[src/design/swrm_pkg.sv]
`timescale 1ns / 1ps
package swrm_pkg;

	localparam int RING_DEPTH = 4096;
	localparam int WORKERS    = 4;

	localparam int RIDX_W   = (RING_DEPTH > 1) ? $clog2(RING_DEPTH) : 1;
	localparam int FILL_W   = $clog2(RING_DEPTH + 1);
	localparam int WSEL_W   = (WORKERS > 1) ? $clog2(WORKERS) : 1;
	localparam int RAM_DEPTH = WORKERS * RING_DEPTH;
	localparam int ADDR_W   = $clog2(RAM_DEPTH);

	localparam int WORD_W   = 64;
	localparam int ENTRY_W  = 2 * WORD_W;
	localparam int PROD_W   = WORD_W + 10;
	localparam int QBIT_W   = 6;

	localparam logic [9:0] MS_PER_S = 10'd1000;

	localparam logic OP_PUSH  = 1'b0;
	localparam logic OP_QUERY = 1'b1;

	typedef struct packed {
		logic push;
		logic start;
		logic ev;
		logic mul;
		logic zero;
		logic sat;
		logic div_init;
		logic div_step;
		logic out_load;
	} cmd_t;

	typedef struct packed {
		logic walk_end;
		logic stop;
		logic ok;
		logic sat;
		logic div_last;
		logic out_busy;
	} status_t;

endpackage

[src/design/swrm_ctrl.sv]
`timescale 1ns / 1ps
module swrm_ctrl (
	input  logic              clk,
	input  logic              arst_n,
	input  logic              req_valid,
	input  logic              req_op,
	input  swrm_pkg::status_t sts,
	output logic              idle,
	output swrm_pkg::cmd_t    cmd
);
	typedef enum logic [2:0] {
		S_IDLE,
		S_RD,
		S_EV,
		S_CHK,
		S_PRE,
		S_DIV,
		S_FIN
	} state_t;

	state_t state_q, state_d;

	assign idle = (state_q == S_IDLE);

	always_comb begin
		state_d = state_q;
		cmd     = '0;
		unique case (state_q)
			S_IDLE: begin
				if (req_valid) begin
					if (req_op == swrm_pkg::OP_PUSH) begin
						cmd.push = 1'b1;
					end else begin
						cmd.start = 1'b1;
						state_d   = S_RD;
					end
				end
			end
			S_RD: begin
				state_d = sts.walk_end ? S_CHK : S_EV;
			end
			S_EV: begin
				cmd.ev  = 1'b1;
				state_d = sts.stop ? S_CHK : S_RD;
			end
			S_CHK: begin
				if (sts.ok) begin
					cmd.mul = 1'b1;
					state_d = S_PRE;
				end else begin
					cmd.zero = 1'b1;
					state_d  = S_FIN;
				end
			end
			S_PRE: begin
				if (sts.sat) begin
					cmd.sat = 1'b1;
					state_d = S_FIN;
				end else begin
					cmd.div_init = 1'b1;
					state_d      = S_DIV;
				end
			end
			S_DIV: begin
				cmd.div_step = 1'b1;
				if (sts.div_last) begin
					state_d = S_FIN;
				end
			end
			S_FIN: begin
				if (!sts.out_busy) begin
					cmd.out_load = 1'b1;
					state_d      = S_IDLE;
				end
			end
			default: state_d = S_IDLE;
		endcase
	end

	always_ff @(posedge clk or negedge arst_n) begin
		if (!arst_n) begin
			state_q <= S_IDLE;
		end else begin
			state_q <= state_d;
		end
	end
endmodule

[config.mk]
export PLATFORM = sky130hd
export DESIGN_NAME = swrm_ctrl
export DESIGN_NICKNAME = d
export VERILOG_FILES = /design/src/design/swrm_pkg.sv /design/src/design/swrm_ctrl.sv
export SDC_FILE = /design/constraint.sdc
export NUM_CORES = 1
export LEC_CHECK = 0
export BUFFER_PORTS_ARGS = -buffer_cell sky130_fd_sc_hd__clkbuf_2
export CAP_MARGIN = 40
export CORE_AREA = 10 10 47 49
export CTS_BUF_LIST = sky130_fd_sc_hd__clkbuf_8
export DETAILED_ROUTE_END_ITERATION = 8
export DIE_AREA = 0 0 57 59
export PLACE_DENSITY_LB_ADDON = 0.25
export SLEW_MARGIN = 20
export SYNTH_ARGS = -nofsm -noshare
export SYNTH_HDL_FRONTEND = slang
export SYNTH_SLANG_ARGS = --single-unit
[constraint.sdc]
create_clock -name clk -period 1.48 [get_ports clk]
set_clock_uncertainty 0.15 [all_clocks]
set_input_delay 0.148 -clock clk [delete_from_list [all_inputs] [get_ports clk]]
set_output_delay 0.148 -clock clk [all_outputs]
set_load 0.005 [all_outputs]
==> flow_summary_export.csv, run 1 <==
group,metric,value,unit
worst_setup_path,worstPathArrival,1.21,ns
synthesis,synth.avg_cell_area,7.664,um2
sta,drv_slew,0,
detailed_routing,wl_per_cell,11.60,um
power_and_ir_drop,seq_power_share,20.8,%
detailed_routing,wirelength,986,um
synthesis,post-synth-top-area-cell,"dfrtp_1",
clocking,clockBufferDepth,2,
hold_path,hold_depth,3,
detailed_routing,drt_iter0_markers,8,
global_route,grt.total_usage,5.666,%
synthesis,synth.distinct_cells,22,
global_route,grt_pass1_wl,1.524,mm
cells_and_area,final_cell_mix,"clkbuf_2 (17), buf_4 (7), nand2_1 (5)",
power_and_ir_drop,p_clk_share,21.1,%
power_and_ir_drop,ir_worst_vdd,812.6,uV
detailed_routing,ant_nets,0,
sta,setup_slack,-0.02351,ns
sta,worst_slew_pin_slew,0.2508,ns
die,die_w,57,um
cells_and_area,top_regs,"state_q (3)",
clocking,htree_levels,1,
sta,tns,-0.02351,ns
placed_design,routabilityCongestion,0.7197,
placed_design,preCtsSetupSlack,0.07134,ns
hold_path,hold_class,"input port to flop",
placed_design,io_buffers,19,
cells_and_area,largest_reg_flops,3,
synthesis,synth_nets,50,
synthesis,synth-seq-cells,3,
clocking,cts.sinks,3,
power_and_ir_drop,p_switching,0.4186,mW
sta,rsz0062_at_grt,"yes",
worst_setup_path,path_max_fanout,8,
global_route,grt_max_degree,12,
worst_setup_path,critPathLaunchType,"flop",
cells_and_area,drive_above_1_share,59.42,%
cells_and_area,postLayoutCellArea,536.8,um2
synthesis,syn_inst,40,
synthesis,syn_area,306.5,um2
global_route,grt_overflow,0,
cells_and_area,n_antenna_cell,0,
power_and_ir_drop,p_per_area,2041,nW/um2
die,dieArea,3363,um2
die,start_util,21.87,%
global_route,antenna_found_initial,0,
die,die_height,59,um
synthesis,synth_seq_area_share,24.49,%
synthesis,yosysTopAreaCellShare,24.49,%
clocking,cts_made_buffers,3,
detailed_routing,via_per_inst,4.565,
sta,fmax,0.6651,GHz
cells_and_area,regMostFlops,"state_q",
power_and_ir_drop,share_comb_of_total_power,58.2,%
sta,finalSetupViolCount,1,
sta,post-route-period-util,101.6,%
power_and_ir_drop,p_int,0.6769,mW
worst_setup_path,reg2reg_depth,5,
power_and_ir_drop,p_leak,0.2769,nW
die,core.rowCount,14,
worst_setup_path,worst-setup-path-type,"flop to output pin",
sta,max-slew-margin-rel,83.13,%
die,num_io_pins,20,
global_route,grt_pass1_vias,372,
clocking,cts_root_buffer,"clkbuf_8",
flow_run,max_cap_violations,0,
cells_and_area,area_growth,75.10,%
sta,hold_viol_final,0,
detailed_routing,drt_first_pass_iters,4,
worst_setup_path,rrSetupSlack,0.04,ns
detailed_routing,drc,0,
synthesis,yosys_warnings,0,
synthesis,synth_area_leaders,"dfrtp_1 (24%), buf_6 (7.3%), a21oi_1 (6.5%), nand2_1 (6.1%), nor2_1 (6.1%)",
power_and_ir_drop,p_total,1.096,mW
cells_and_area,fin_nets,80,
clocking,clk_latency,0.22,ns
clocking,cts_tree,"yes",
sta,min_period,1.504,ns
cells_and_area,layout_commonest_cell,"clkbuf_2",
power_and_ir_drop,switching_share,38.21,%
placed_design,dp_hpwl,770.3,um
run_status,violations,"setup timing",
detailed_routing,vias,388,
die,core,1401,um2
placed_design,place_area,406.6,um2
worst_setup_path,end_kind,"output pin",
worst_setup_path,worstPathRequired,1.18,ns
clocking,clk_pin_slew,0.03,ns
run_status,status,"finished, violations left",
==> stage by stage <==
step                hold slack [ns]  instances  util, %
floorplan                   -0.2976         40        -
CTS                         0.04147         82    35.00
finish                      0.04002         85    38.30
global route                0.06865         85    38.30
global placement            -0.1992         74    29.02
detailed placement          -0.1979         74    29.02
==> metal layers <==
layer	share of wire, %	routed length, um	up-vias	track usage (%)
met2	45	441	16	8.217
met4	0	0	0	4.027
li1	-	-	201	-
met3	13	132	0	4.721
met1	42	412	171	5.238
met5	0	0	-	0
==> critical path: stages, from the launching register on <==
cell	delay (ns)
dfrtp_2	0.46
and2b_2	0.25
nand2_1	0.07
nor2_1	0.09
clkbuf_2	0.12
==> area by class of cell <==
| cell class | count | area [um2] |
|---|---|---|
| inverter | 3 | 11.26 |
| multi-input combinational | 31 | 212.7 |
| tap | 16 | 20.02 |
| clock inverter | 1 | 3.754 |
| fill | 156 | 864.6 |
| sequential | 3 | 78.83 |
| timing repair buffer | 28 | 168.9 |
| clock buffer | 3 | 41.29 |
==> cells in the mapped netlist <==
library cell	n
nor4b_1	1
nand2_1	5
nor3_1	1
a21o_1	1
a2bb2oi_2	1
nor3_4	1
o2bb2ai_1	2
nor2_1	5
and2b_1	1
inv_2	1
nor2b_1	1
or2_1	1
and2_1	2
o22ai_1	2
dfrtp_1	3
a21oi_1	4
and3_1	1
nor4_1	1
o21ai_1	1
buf_6	2
buf_4	1
inv_1	2
==> power groups by stage <==
stage                     Clock (mW)  Sequential [mW]  Combinational, mW
after floorplan                    0            0.143              0.446
after global placement             0            0.230              0.467
after detailed placement           0            0.230              0.462
after CTS                      0.236            0.231              0.539
after global routing           0.243            0.242              0.711
final                          0.231            0.228              0.637
==> worst paths after layout <==
| path | from | end |
|---|---|---|
| hold / removal | sts[0] | state_q[1] |
| min in group asynchronous | arst_n | state_q[1] |
| setup / recovery | state_q[0] | cmd[0] |
| setup reg to reg | state_q[0] | state_q[1] |
| max in group asynchronous | arst_n | state_q[0] |
| hold reg to reg | state_q[2] | state_q[2] |
==> logic make-up (layout without fill, tap and decap cells) <==
family          after synthesis  after routing  synth area share (%)
compound gates               11             11                 25.30
buf+inv                       6             35                 13.47
flops                         3              3                 24.49
simple gates                 20             20                 36.74
==> repair_timing <==
| item | in CTS | in global routing |
|---|---|---|
| resized for setup | 4 | 8 |
| endpoints found under the setup margin | 9 | 8 |
| setup buffers | 3 | 3 |
| endpoints found under the hold margin | 3 | 0 |
| pin swaps | 2 | 0 |
| hold buffers | 1 | 0 |
Note: power is estimated with default switching activity, not from simulation.
==> run 2, diff against run 1 <==
Settings changed: CAP_MARGIN 40 to not set, REMOVE_ABC_BUFFERS set to 1.
==> flow_summary_export.csv, run 2 (synthesized netlist as in run 1, its figures left out) <==
group,metric,value,unit
sta,worst_slew_pin_slew,0.2200,ns
global_route,grt_max_degree,9,
die,start_util,21.87,%
global_route,grt_overflow,0,
clocking,cts_root_buffer,"clkbuf_8",
sta,drv_slew,0,
flow_run,max_cap_violations,0,
power_and_ir_drop,p_per_area,2101,nW/um2
power_and_ir_drop,share_comb_of_total_power,59.8,%
sta,holdWs,0.06484,ns
worst_setup_path,end_kind,"output pin",
detailed_routing,drc,0,
cells_and_area,utilization,41.16,%
worst_setup_path,cpPeakStageDelay,0.48,ns
sta,rsz0062_at_grt,"yes",
clocking,cts_made_buffers,3,
die,core,1401,um2
clocking,clockBufferDepth,2,
sta,max-slew-margin-rel,85.33,%
sta,hold_viol_final,0,
worst_setup_path,worst-setup-path-type,"flop to output pin",
clocking,cts_tree,"yes",
global_route,antenna_found_initial,0,
clocking,clk_pin_slew,0.03,ns
worst_setup_path,critPathLaunchType,"flop",
placed_design,place_inst,73,
power_and_ir_drop,p_leak,0.2979,nW
cells_and_area,n_fill_cell,157,
cells_and_area,drive_above_1_share,63.89,%
detailed_routing,drt_iter0_markers,4,
placed_design,place_area,399.1,um2
worst_setup_path,path_max_fanout,8,
power_and_ir_drop,p_clk_share,19.5,%
power_and_ir_drop,ir_worst_vdd,713.2,uV
cells_and_area,n_antenna_cell,0,
global_route,grt.total_usage,6.485,%
placed_design,io_buffers,19,
cells_and_area,fin_nets,83,
worst_setup_path,path_delay_family,"flip-flops",
clocking,htree_levels,1,
global_route,grt_pass1_vias,433,
sta,post-route-period-util,101.6,%
cells_and_area,regMostFlops,"state_q",
cells_and_area,area_growth,88.16,%
die,dieArea,3363,um2
placed_design,routabilityCongestion,0.6976,
sta,finalSetupViolCount,2,
worst_setup_path,slowest_stage,"dfrtp_2",
power_and_ir_drop,seq_power_share,20.6,%
cells_and_area,top_regs,"state_q (3)",
die,die_height,59,um
worst_setup_path,r2r-start,"state_q[1]",
global_route,grt_pass1_wl,1.711,mm
sta,fmax,0.6653,GHz
hold_path,hold_start,"sts[1]",
detailed_routing,via_per_inst,4.557,
power_and_ir_drop,switching_share,38.11,%
die,die_w,57,um
detailed_routing,vias,401,
sta,min_period,1.503,ns
detailed_routing,wl_per_cell,12.32,um
clocking,clk_latency,0.22,ns
power_and_ir_drop,p_switching,0.4618,mW
cells_and_area,layout_commonest_cell,"clkbuf_2",
cells_and_area,final_cells,88,
run_status,violations,"setup timing",
hold_path,hold_class,"input port to flop",
detailed_routing,drt_first_pass_iters,2,
run_status,status,"finished, violations left",
cells_and_area,postLayoutCellArea,576.8,um2
worst_setup_path,worstPathRequired,1.18,ns
worst_setup_path,crit_chain,"and2b_2 > and2_1 > clkbuf_2",
die,core.rowCount,14,
cells_and_area,final_cell_mix,"clkbuf_2 (13), buf_4 (8), buf_2 (5)",
worst_setup_path,startpoint,"state_q[1]",
detailed_routing,wirelength,1.084,mm
power_and_ir_drop,p_int,0.7499,mW
clocking,cts.sinks,3,
worst_setup_path,worstPathArrival,1.21,ns
die,num_io_pins,20,
sta,setup_slack,-0.02317,ns
detailed_routing,ant_nets,0,
placed_design,dp_hpwl,725.1,um
cells_and_area,largest_reg_flops,3,
worst_setup_path,critPathBufInv,1,
run 2: changes by cell type in the layout (fill, tap and decap cells not counted), sizes merged:
cell,previous run,this run
buf,10,17
clkbuf,20,16
run 2: worst paths after layout:
check                      slack, ns          to  depth (start not counted)
max in group asynchronous       0.95  state_q[1]                          2
setup reg to reg                0.09  state_q[1]                          4
min in group asynchronous       0.11  state_q[0]                          2
hold / removal                  0.06  state_q[0]                          3
hold reg to reg                 0.51  state_q[2]                          1
setup / recovery               -0.02      cmd[6]                          3
run 2: layer usage:
metal	vias to the layer above	GRT usage [%]	part of all wire [%]
met5	-	0	0
met1	179	5.826	41
met2	16	10.85	51
met4	0	7.047	3.3
li1	202	-	-
met3	4	2.146	4.8
run 2: timing repair:
item,in CTS,in global routing
hold endpoints to repair,3,0
setup endpoints to repair,8,8
buffers inserted,7,3
pin swaps,6,3
gates resized for setup,11,9
hold buffers,1,0
run 2: area by class of cell:
type	instances	area [um2]	area share [%]
well taps	16	20.02	3.471
repair buffers	31	205.2	35.57
flip-flops and latches	3	78.83	13.67
clock buffers	3	41.29	7.158
inverters	3	13.76	2.386
multi-input cells	31	214.0	37.09
clock inverters	1	3.754	0.6508
run 2: through the flow:
stage / setup TNS, ns / setup WS [ns] / power, mW
after global routing: -0.4897 / -0.1008 / 1.298
after floorplan: 0 / 0.1385 / 0.5091
final: -0.04474 / -0.02317 / 1.212
after CTS: -0.04125 / -0.01996 / 1.115
after detailed placement: 0 / 0.08027 / 0.6705
after global placement: 0 / 0.06824 / 0.6743
run 2: power by group through the flow:
| stage | clock (mW) | combinational, mW | sequential, mW |
|---|---|---|---|
| floorplan | 0 | 0.283 | 0.226 |
| global placement | 0 | 0.430 | 0.244 |
| detailed placement | 0 | 0.427 | 0.243 |
| CTS | 0.240 | 0.631 | 0.244 |
| global route | 0.247 | 0.787 | 0.263 |
| finish | 0.237 | 0.725 | 0.250 |
run 2: worst register-to-register path, cell delays in order (launching register included):
cell and delay (ns):
dfrtp_2 0.48, and2b_2 0.25, a21oi_1 0.15, o22ai_1 0.10, o2bb2ai_1 0.14
